===== src/rtl/core/ffba_pkg.sv =====
package ffba_pkg;

    // Table geometry.
    localparam int MAX_BLOCKS = 64;
    localparam int SIZE_BITS  = 32;
    localparam int IDX_W      = $clog2(MAX_BLOCKS);
    localparam int CNT_W      = $clog2(MAX_BLOCKS + 1);

    // Largest storable size, in a 64-bit compare domain.
    localparam logic [63:0] SIZE_MASK = {64{1'b1}} >> (64 - SIZE_BITS);

    // Request fields.
    localparam int REQ_SIZE_W = 32;
    localparam int TGT_W      = 6;
    localparam int SIZE_LSB   = 0;
    localparam int TGT_LSB    = SIZE_LSB + REQ_SIZE_W;
    localparam int IN_DATA_W  = ((TGT_LSB + TGT_W + 7) / 8) * 8;
    localparam int IN_USER_W  = 1;

    // Result fields.
    localparam int RES_IDX_W  = 6;
    localparam int STATUS_W   = 2;
    localparam int GRANT_LSB  = 0;
    localparam int RIDX_LSB   = GRANT_LSB + 1;
    localparam int STAT_LSB   = RIDX_LSB + RES_IDX_W;
    localparam int OUT_USED_W = STAT_LSB + STATUS_W;
    localparam int OUT_DATA_W = ((OUT_USED_W + 7) / 8) * 8;

    // Request kinds.
    localparam logic REQ_ALLOC = 1'b0;
    localparam logic REQ_FREE  = 1'b1;

    // Result status codes.
    localparam logic [STATUS_W-1:0] ST_OK     = 2'd0;
    localparam logic [STATUS_W-1:0] ST_ZERO   = 2'd1;
    localparam logic [STATUS_W-1:0] ST_FULL   = 2'd2;
    localparam logic [STATUS_W-1:0] ST_BADIDX = 2'd3;

    // Microcode step counter width.
    localparam int STEP_W = 4;

    // Jump conditions.
    localparam logic [3:0] C_ALWAYS    = 4'd0;
    localparam logic [3:0] C_NO_FIRE   = 4'd1;
    localparam logic [3:0] C_FREE      = 4'd2;
    localparam logic [3:0] C_ZERO      = 4'd3;
    localparam logic [3:0] C_SCAN_STAY = 4'd4;
    localparam logic [3:0] C_FIT       = 4'd5;
    localparam logic [3:0] C_FULL      = 4'd6;
    localparam logic [3:0] C_BAD_IDX   = 4'd7;
    localparam logic [3:0] C_LAST      = 4'd8;
    localparam logic [3:0] C_OUT_BUSY  = 4'd9;
    localparam logic [3:0] C_NEVER     = 4'd10;

    // Datapath operations.
    localparam logic [3:0] OP_NONE     = 4'd0;
    localparam logic [3:0] OP_ACCEPT   = 4'd1;
    localparam logic [3:0] OP_RD_FIRST = 4'd2;
    localparam logic [3:0] OP_SCAN     = 4'd3;
    localparam logic [3:0] OP_RD_TGT   = 4'd4;
    localparam logic [3:0] OP_APPEND   = 4'd5;
    localparam logic [3:0] OP_MARK     = 4'd6;
    localparam logic [3:0] OP_REUSE    = 4'd7;
    localparam logic [3:0] OP_REMOVE   = 4'd8;
    localparam logic [3:0] OP_OUTPUT   = 4'd9;

    // Sources of the result index.
    localparam logic [1:0] RI_ZERO = 2'd0;
    localparam logic [1:0] RI_PTR  = 2'd1;
    localparam logic [1:0] RI_CNT  = 2'd2;

    // One control word of the microprogram.
    typedef struct packed {
        logic [3:0]          cond;
        logic [STEP_W-1:0]   target;
        logic [3:0]          op;
        logic                res_load;
        logic                res_grant;
        logic [STATUS_W-1:0] res_status;
        logic [1:0]          res_idx;
    } ctrl_t;

    // Condition flags reported by the datapath.
    typedef struct packed {
        logic no_fire;
        logic is_free;
        logic zero_size;
        logic scan_stay;
        logic fit;
        logic full;
        logic bad_idx;
        logic last;
        logic out_busy;
    } flags_t;

endpackage


===== src/rtl/core/ffba_seq.sv =====
module ffba_seq (
    input  logic            clk,
    input  logic            rst_n,
    input  ffba_pkg::flags_t flags,
    output ffba_pkg::ctrl_t  ctrl
);
    import ffba_pkg::*;

    // Step labels of the microprogram.
    localparam logic [STEP_W-1:0] S_IDLE     = 4'd0;
    localparam logic [STEP_W-1:0] S_DISPATCH = 4'd1;
    localparam logic [STEP_W-1:0] S_ALLOC    = 4'd2;
    localparam logic [STEP_W-1:0] S_SCAN     = 4'd3;
    localparam logic [STEP_W-1:0] S_SCAN_END = 4'd4;
    localparam logic [STEP_W-1:0] S_APPEND   = 4'd5;
    localparam logic [STEP_W-1:0] S_APP_WR   = 4'd6;
    localparam logic [STEP_W-1:0] S_FREE     = 4'd7;
    localparam logic [STEP_W-1:0] S_FREE_CHK = 4'd8;
    localparam logic [STEP_W-1:0] S_MARK     = 4'd9;
    localparam logic [STEP_W-1:0] S_REMOVE   = 4'd10;
    localparam logic [STEP_W-1:0] S_REUSE    = 4'd11;
    localparam logic [STEP_W-1:0] S_R_ZERO   = 4'd12;
    localparam logic [STEP_W-1:0] S_R_FULL   = 4'd13;
    localparam logic [STEP_W-1:0] S_R_BAD    = 4'd14;
    localparam logic [STEP_W-1:0] S_OUTPUT   = 4'd15;

    logic [STEP_W-1:0] step_reg;
    logic [STEP_W-1:0] step_next;
    logic              take_jump;

    function automatic ctrl_t mk(input logic [3:0] cond, input logic [STEP_W-1:0] target,
                                 input logic [3:0] op, input logic res_load,
                                 input logic res_grant, input logic [STATUS_W-1:0] res_status,
                                 input logic [1:0] res_idx);
        ctrl_t w;
        w.cond       = cond;
        w.target     = target;
        w.op         = op;
        w.res_load   = res_load;
        w.res_grant  = res_grant;
        w.res_status = res_status;
        w.res_idx    = res_idx;
        return w;
    endfunction

    // Control store. A jump is taken when its condition holds; otherwise the
    // counter advances. The output step is the last word, so it falls
    // through to idle by wrapping.
    function automatic ctrl_t rom_word(input logic [STEP_W-1:0] s);
        ctrl_t w;
        case (s)
            S_IDLE:     w = mk(C_NO_FIRE, S_IDLE, OP_ACCEPT, 1'b0, 1'b0, ST_OK, RI_ZERO);
            S_DISPATCH: w = mk(C_FREE, S_FREE, OP_NONE, 1'b0, 1'b0, ST_OK, RI_ZERO);
            S_ALLOC:    w = mk(C_ZERO, S_R_ZERO, OP_RD_FIRST, 1'b0, 1'b0, ST_OK, RI_ZERO);
            S_SCAN:     w = mk(C_SCAN_STAY, S_SCAN, OP_SCAN, 1'b0, 1'b0, ST_OK, RI_ZERO);
            S_SCAN_END: w = mk(C_FIT, S_REUSE, OP_NONE, 1'b0, 1'b0, ST_OK, RI_ZERO);
            S_APPEND:   w = mk(C_FULL, S_R_FULL, OP_NONE, 1'b0, 1'b0, ST_OK, RI_ZERO);
            S_APP_WR:   w = mk(C_ALWAYS, S_OUTPUT, OP_APPEND, 1'b1, 1'b1, ST_OK, RI_CNT);
            S_FREE:     w = mk(C_BAD_IDX, S_R_BAD, OP_RD_TGT, 1'b0, 1'b0, ST_OK, RI_ZERO);
            S_FREE_CHK: w = mk(C_LAST, S_REMOVE, OP_NONE, 1'b0, 1'b0, ST_OK, RI_ZERO);
            S_MARK:     w = mk(C_ALWAYS, S_OUTPUT, OP_MARK, 1'b1, 1'b1, ST_OK, RI_ZERO);
            S_REMOVE:   w = mk(C_ALWAYS, S_OUTPUT, OP_REMOVE, 1'b1, 1'b1, ST_OK, RI_ZERO);
            S_REUSE:    w = mk(C_ALWAYS, S_OUTPUT, OP_REUSE, 1'b1, 1'b1, ST_OK, RI_PTR);
            S_R_ZERO:   w = mk(C_ALWAYS, S_OUTPUT, OP_NONE, 1'b1, 1'b0, ST_ZERO, RI_ZERO);
            S_R_FULL:   w = mk(C_ALWAYS, S_OUTPUT, OP_NONE, 1'b1, 1'b0, ST_FULL, RI_ZERO);
            S_R_BAD:    w = mk(C_ALWAYS, S_OUTPUT, OP_NONE, 1'b1, 1'b0, ST_BADIDX, RI_ZERO);
            S_OUTPUT:   w = mk(C_OUT_BUSY, S_OUTPUT, OP_OUTPUT, 1'b0, 1'b0, ST_OK, RI_ZERO);
            default:    w = mk(C_NEVER, S_IDLE, OP_NONE, 1'b0, 1'b0, ST_OK, RI_ZERO);
        endcase
        return w;
    endfunction

    assign ctrl = rom_word(step_reg);

    // Condition select.
    always_comb
    begin
        case (ctrl.cond)
            C_ALWAYS:    take_jump = 1'b1;
            C_NO_FIRE:   take_jump = flags.no_fire;
            C_FREE:      take_jump = flags.is_free;
            C_ZERO:      take_jump = flags.zero_size;
            C_SCAN_STAY: take_jump = flags.scan_stay;
            C_FIT:       take_jump = flags.fit;
            C_FULL:      take_jump = flags.full;
            C_BAD_IDX:   take_jump = flags.bad_idx;
            C_LAST:      take_jump = flags.last;
            C_OUT_BUSY:  take_jump = flags.out_busy;
            default:     take_jump = 1'b0;
        endcase
    end

    assign step_next = take_jump ? ctrl.target : step_reg + 1'b1;

    // Step counter.
    always_ff @(posedge clk or negedge rst_n)
    begin
        if (!rst_n)
        begin
            step_reg <= S_IDLE;
        end
        else
        begin
            step_reg <= step_next;
        end
    end

endmodule


===== src/rtl/core/first_fit_block_allocator_unit.sv =====
// Channel   Dir  Contents
// s_*       in   requests: tuser = req_type; tdata = req_size, target_index
// m_*       out  results:  tdata = granted, result_index, status
//
// One request is handled at a time by a microcoded sequencer.
// An allocate reads the first entry and scans the table entry by entry; it then reuses
// the first free entry that fits, appends a new one, or fails full. Zero-size allocates
// and bad-index frees are refused; a free removes the last entry and marks any other free.
// Reset empties the table at once (entry count cleared); no clearing pass is needed.
// One result may wait in the output register; a second holds the sequencer in its output step.
module first_fit_block_allocator_unit (
    input  logic                               clk,
    input  logic                               rst_n,
    input  logic                               s_tvalid,
    output logic                               s_tready,
    // tdata, from bit 0: req_size[31:0], target_index[37:32], zero pad
    input  logic [ffba_pkg::IN_DATA_W-1:0]     s_tdata,
    // tuser, from bit 0: req_type
    input  logic [ffba_pkg::IN_USER_W-1:0]     s_tuser,
    output logic                               m_tvalid,
    input  logic                               m_tready,
    // tdata, from bit 0: granted[0], result_index[6:1], status[8:7], zero pad
    output logic [ffba_pkg::OUT_DATA_W-1:0]    m_tdata
);
    import ffba_pkg::*;

    ctrl_t  ctrl;
    flags_t flags;

    // Latched request.
    logic                  type_reg;
    logic [REQ_SIZE_W-1:0] size_reg;
    logic [TGT_W-1:0]      idx_reg;

    // Table control.
    logic [CNT_W-1:0] count_reg;
    logic [CNT_W-1:0] count_next;
    logic [CNT_W-1:0] ptr_reg;
    logic [CNT_W-1:0] ptr_next;
    logic [CNT_W-1:0] ptr_inc;

    // Size table with its free mark in the top bit.
    logic [SIZE_BITS:0]   mem [MAX_BLOCKS];
    logic [SIZE_BITS:0]   rd_data_reg;
    logic [SIZE_BITS-1:0] rd_size;
    logic                 rd_free;
    logic                 mem_we;
    logic                 mem_re;
    logic [IDX_W-1:0]     mem_waddr;
    logic [IDX_W-1:0]     mem_raddr;
    logic [SIZE_BITS:0]   mem_wdata;
    logic [IDX_W-1:0]     tgt_addr;

    // Result and output registers.
    logic                  res_grant_reg;
    logic [RES_IDX_W-1:0]  res_idx_reg;
    logic [STATUS_W-1:0]   res_status_reg;
    logic                  out_valid_reg;
    logic [OUT_DATA_W-1:0] out_data_reg;

    logic in_fire;
    logic out_load;
    logic fit;
    logic over_size;

    ffba_seq u_seq (
        .clk   (clk),
        .rst_n (rst_n),
        .flags (flags),
        .ctrl  (ctrl)
    );

    assign s_tready = (ctrl.op == OP_ACCEPT);
    assign in_fire  = s_tvalid && s_tready;

    assign rd_size  = rd_data_reg[SIZE_BITS-1:0];
    assign rd_free  = rd_data_reg[SIZE_BITS];
    assign ptr_inc  = ptr_reg + 1'b1;
    assign tgt_addr = IDX_W'(idx_reg);

    // Fit test on the entry held in the read register; the pointer check keeps
    // entries past the end of the table out.
    assign fit       = rd_free && (64'(rd_size) >= 64'(size_reg)) && (ptr_reg < count_reg);
    assign over_size = 64'(size_reg) > SIZE_MASK;

    // Flags for the sequencer.
    always_comb
    begin
        flags.no_fire   = !in_fire;
        flags.is_free   = (type_reg == REQ_FREE);
        flags.zero_size = (size_reg == '0);
        flags.scan_stay = !fit && (ptr_inc < count_reg);
        flags.fit       = fit;
        flags.full      = over_size || (count_reg == CNT_W'(MAX_BLOCKS));
        flags.bad_idx   = 32'(idx_reg) >= 32'(count_reg);
        flags.last      = (32'(idx_reg) + 32'd1) == 32'(count_reg);
        flags.out_busy  = out_valid_reg && !m_tready;
    end

    // Table port and pointer control from the current operation.
    always_comb
    begin
        mem_we     = 1'b0;
        mem_re     = 1'b0;
        mem_waddr  = tgt_addr;
        mem_raddr  = tgt_addr;
        mem_wdata  = {1'b0, rd_size};
        count_next = count_reg;
        ptr_next   = ptr_reg;
        case (ctrl.op)
            OP_ACCEPT:
            begin
                if (in_fire)
                begin
                    ptr_next = '0;
                end
            end
            OP_RD_FIRST:
            begin
                mem_re    = 1'b1;
                mem_raddr = ptr_reg[IDX_W-1:0];
            end
            OP_SCAN:
            begin
                if (!fit)
                begin
                    mem_re    = 1'b1;
                    mem_raddr = ptr_inc[IDX_W-1:0];
                    ptr_next  = ptr_inc;
                end
            end
            OP_RD_TGT:
            begin
                mem_re = 1'b1;
            end
            OP_APPEND:
            begin
                mem_we     = 1'b1;
                mem_waddr  = count_reg[IDX_W-1:0];
                mem_wdata  = {1'b0, SIZE_BITS'(size_reg)};
                count_next = count_reg + 1'b1;
            end
            OP_MARK:
            begin
                mem_we    = 1'b1;
                mem_wdata = {1'b1, rd_size};
            end
            OP_REUSE:
            begin
                mem_we    = 1'b1;
                mem_waddr = ptr_reg[IDX_W-1:0];
            end
            OP_REMOVE:
            begin
                count_next = CNT_W'(idx_reg);
            end
            default:
            begin
                mem_we = 1'b0;
            end
        endcase
    end

    // Table storage with registered read.
    always_ff @(posedge clk)
    begin
        if (mem_we)
        begin
            mem[mem_waddr] <= mem_wdata;
        end
        if (mem_re)
        begin
            rd_data_reg <= mem[mem_raddr];
        end
    end

    // Request capture.
    always_ff @(posedge clk)
    begin
        if (in_fire)
        begin
            type_reg <= s_tuser[0];
            size_reg <= s_tdata[SIZE_LSB +: REQ_SIZE_W];
            idx_reg  <= s_tdata[TGT_LSB +: TGT_W];
        end
    end

    // Entry count and scan pointer.
    always_ff @(posedge clk or negedge rst_n)
    begin
        if (!rst_n)
        begin
            count_reg <= '0;
            ptr_reg   <= '0;
        end
        else
        begin
            count_reg <= count_next;
            ptr_reg   <= ptr_next;
        end
    end

    // Result fields, loaded by the finishing step of each request.
    always_ff @(posedge clk)
    begin
        if (ctrl.res_load)
        begin
            res_grant_reg  <= ctrl.res_grant;
            res_status_reg <= ctrl.res_status;
            case (ctrl.res_idx)
                RI_PTR:  res_idx_reg <= RES_IDX_W'(ptr_reg);
                RI_CNT:  res_idx_reg <= RES_IDX_W'(count_reg);
                default: res_idx_reg <= '0;
            endcase
        end
    end

    // Output register.
    assign out_load = (ctrl.op == OP_OUTPUT) && !flags.out_busy;

    always_ff @(posedge clk or negedge rst_n)
    begin
        if (!rst_n)
        begin
            out_valid_reg <= 1'b0;
        end
        else if (out_load)
        begin
            out_valid_reg <= 1'b1;
        end
        else if (m_tready)
        begin
            out_valid_reg <= 1'b0;
        end
    end

    always_ff @(posedge clk)
    begin
        if (out_load)
        begin
            out_data_reg <= OUT_DATA_W'({res_status_reg, res_idx_reg, res_grant_reg});
        end
    end

    assign m_tvalid = out_valid_reg;
    assign m_tdata  = out_data_reg;

endmodule


===== config.mk =====
export PLATFORM = sky130hd
export DESIGN_NAME = first_fit_block_allocator_unit
export DESIGN_NICKNAME = d
export VERILOG_FILES = /design/src/rtl/core/ffba_pkg.sv /design/src/rtl/core/ffba_seq.sv /design/src/rtl/core/first_fit_block_allocator_unit.sv
export SDC_FILE = /design/constraint.sdc
export NUM_CORES = 2
export LEC_CHECK = 0
export ABC_AREA = 1
export BUFFER_PORTS_ARGS = -buffer_cell sky130_fd_sc_hd__buf_2
export CORE_UTILIZATION = 38
export CTS_CLUSTER_SIZE = 25
export DETAILED_ROUTE_END_ITERATION = 8
export MAX_ROUTING_LAYER = met4
export PLACE_DENSITY_LB_ADDON = 0.1
export SETUP_SLACK_MARGIN = 0.4
export SKIP_LAST_GASP = 1
export SLEW_MARGIN = 20
export SYNTH_ARGS = -nofsm -noshare
export SYNTH_HDL_FRONTEND = slang
export SYNTH_SLANG_ARGS = --single-unit

===== constraint.sdc =====
create_clock -name clk -period 6.3 [get_ports clk]
set_clock_uncertainty 0.2 [all_clocks]
set_input_delay 1.26 -clock clk [delete_from_list [all_inputs] [get_ports clk]]
set_output_delay 1.26 -clock clk [all_outputs]
set_load 0.01 [all_outputs]

==> run metrics <==
# H-tree levels 4; num ports 63; WP data required 6720 ps; Synth Register Bits 2,221; r2r startpoint u_seq.step_reg[0]; row count 187; CTS Buf Count 240; CP max stage cell dfrtp_1; Post-synth ARST share 0.855%; peak per-stage delay on the critical path 540 ps; final hold vios 0; remaining global-route overflow 0; worst-margin pin slew 1180 ps; clk_lat worst skew 880 ps; YS warnings 0; Starting Density 38.2%; TritonCTS Sinks 2,221; Pins Over Slew Limit 0; outcome finished with violations; max reg flops 2,112; Setup TNS Final 0 ps; routed wire length 292 mm; Mapped Cells 8,911; Placed Cells 12,100; FF-to-FF End rd_data_reg[11]; die height 513 µm; Crit Path Max Fanout 79; GRT Total Usage 22.7%; area of the die 0.263 mm²; fmax 191 MHz; post-CTS sizing 0; RSZ-0062 raised after global routing no; Reg2Reg Setup Slack 1060 ps; DP HPWL 161 mm; Non-Filler Instances 12,500; post-synthesis sequential area ratio 67.2%; most frequent CP cell nand3_1; Slew Limit Headroom 21.6%; core area 0.259 mm²; Root Driver clkbuf_16; Vias 65,300; # Post-CTS Setup Buffers 0; period utilization 83.2%; worst path arrival time 5670 ps; switching power 0.0240 W; CTS tree yes; Hold Buf Count CTS 0; Final Critical Period 5240 ps; Routability Congestion 0.808; Seq pwr share 35.6%; R2R depth 21; vias per cell 5.22; Clk pin slew, worst setup/hold paths 60 ps; largest net degree at the start of global routing 142; PortBufs 53; Clk pwr share 22.9%; max cap viols 0; Comb pwr share 41.5%; violated checks DRC; die width 513 µm; final setup fails 0; initial antenna violation count 3; CP Launch Type register; first-pass GRT wire length 430 mm; mean post-synth cell area 11.1 µm²; Synth-to-Final Area Change 14.2%; Cell Int Power 0.0346 W; drc violations 4; Sw Ratio 41.0%; Final nets 9,022; CP Class reg2reg; Cell variety after synth 40; worst-path cell chain inv_1 > ha_1 > o21ai_2 > o21ai_0 > nand2_1 > inv_2 > nor2_4 > inv_2 > nor2_1 > nand2_2 > nand2_1 > nand2_8 > nand2_8 > buf_12 > nand2_1 > nand3_1 > nand3_1 > nand3_1 > nand3_1 > nand3_1 > nand2_1; Post-synth EDFFs 2,202; Initial DRC Count 5,528; Pre-antenna DRT Iters 8; layout cell share with drive strength beyond 1 8.64%; CTS Buffer Depth 3; Setup crit end kind register; Synth Cell Area 0.0991 mm²; number of global-route vias before repair 62,800; worst hold path type in2async; P_leak 43.4 nW; PwrDens 517 mW/mm²; wire length per cell 23.4 µm; Synth Flop Type edfxtp_1; Post-DRT Antenna Nets 0; Peak VDD IR 373 µV
[synthesized netlist by cell type (16+ instances only)]
library cell	n	area [µm²]
a21oi_1	25	125
buf_1	38	143
buf_2	322	1610
buf_4	36	270
clkbuf_1	185	694
dfrtp_1	19	475
edfxtp_1	2202	66100
ha_1	60	751
inv_1	1281	4810
nand2_1	1400	5260
nand3_1	2270	11400
nand3b_1	781	5860
nand4_1	16	100
nor2_1	115	432
o21ai_0	63	315
[how the worst max path moves through the flow]
stage                            from         endpoint  slack (ps)
floorplan           u_seq.step_reg[0]       mem[0][28]         730
global placement         size_reg[31]  rd_data_reg[11]        1070
detailed placement       size_reg[31]  rd_data_reg[11]        1040
CTS                      size_reg[31]  rd_data_reg[32]        1020
global route        u_seq.step_reg[0]  rd_data_reg[32]         660
finish              u_seq.step_reg[0]  rd_data_reg[11]        1060
[routing by layer]
layer | vias to the layer above | part of all wire, % | track usage (%)
met1 | 32500 | 45 | 30.0
met4 | 0 | 2.4 | 5.86
met3 | 430 | 4.6 | 2.64
met2 | 1605 | 48 | 37.1
li1 | 30800 | - | -
met5 | - | 0 | -
[metrics by stage]
stage          cell area, µm²  hold WS (ps)  power (W)  utilization [%]  setup slack [ps]
6_report               113000           174     0.0586             43.6              1060
5_1_grt                113000           162     0.0618             43.6               656
4_1_cts                113000           119     0.0590             43.6              1020
3_5_place_dp           106000           207     0.0455             40.8              1040
3_3_place_gp           106000           210     0.0452             40.8              1070
2_1_floorplan           99100           200     0.0358                -               731
[power groups by stage]
stage | clock (W) | combinational, W | sequential, W
floorplan | 0 | 0.0142 | 0.0216
global placement | 0 | 0.0241 | 0.0211
detailed placement | 0 | 0.0243 | 0.0212
CTS | 0.0137 | 0.0244 | 0.0208
global route | 0.0143 | 0.0266 | 0.0209
finish | 0.0134 | 0.0243 | 0.0208
[critical path, delay by kind of cell, from the launching register on]
family                   cells  cell delay, ps
buffers and inverters        4             800
AO/OA/AOI/OAI                2             320
flip-flops                   1             540
adder cells (fa/ha/maj)      1             370
AND/OR/NAND/NOR             14            2640
[kinds of logic (layout without fill, tap and decap cells)]
kind of cell	count (synthesis)	in the layout	share of synthesized area (%)
AND/OR/NAND/NOR	4612	4612	23.4
flip-flops	2221	2221	67.2
buffers and inverters	1879	2073	7.75
AO/OA/AOI/OAI	125	125	0.726
adder cells (fa/ha/maj)	60	60	0.758
XOR/XNOR	13	13	0.115
other	1	13	0.00379
[area by class of cell]
type                            instances  area (µm²)
Tap cell                             3402        4260
Sequential cell                      2221       66600
Clock inverter                        122         981
Timing Repair Buffer                  350        4360
Clock buffer                          314        6360
Inverter                             1287        4850
Fill cell                           23900      146000
Antenna cell                            6        15.0
Multi-Input combinational cell       4817       25700
[placed cells by master (no fill, tap or decap), types with 4 or more instances in the layout]
cell type,Yosys,routed
conb_1,1,7
o21ai_0,63,31
nor2_4,2,66
edfxtp_1,2202,2202
bufinv_16,0,14
clkbuf_1,185,70
nand4_1,16,16
a21oi_1,25,25
nand2_2,5,4
dfrtp_1,19,19
nand2_1,1400,1397
nor4_1,7,5
o21a_1,5,5
clkinv_1,0,57
buf_12,0,149
nand3b_1,781,781
clkbuf_16,0,243
buf_4,36,148
nor3_1,12,10
nor2_1,115,51
nand3_1,2270,2270
buf_2,322,53
inv_6,0,8
o22ai_1,12,12
inv_2,6,5
diode_2,0,6
inv_1,1281,1277
ha_1,60,60
clkinv_2,0,40
o21ai_4,0,32
o221ai_1,5,5
xor2_1,12,12
Power figures use the tool's default switching activity.
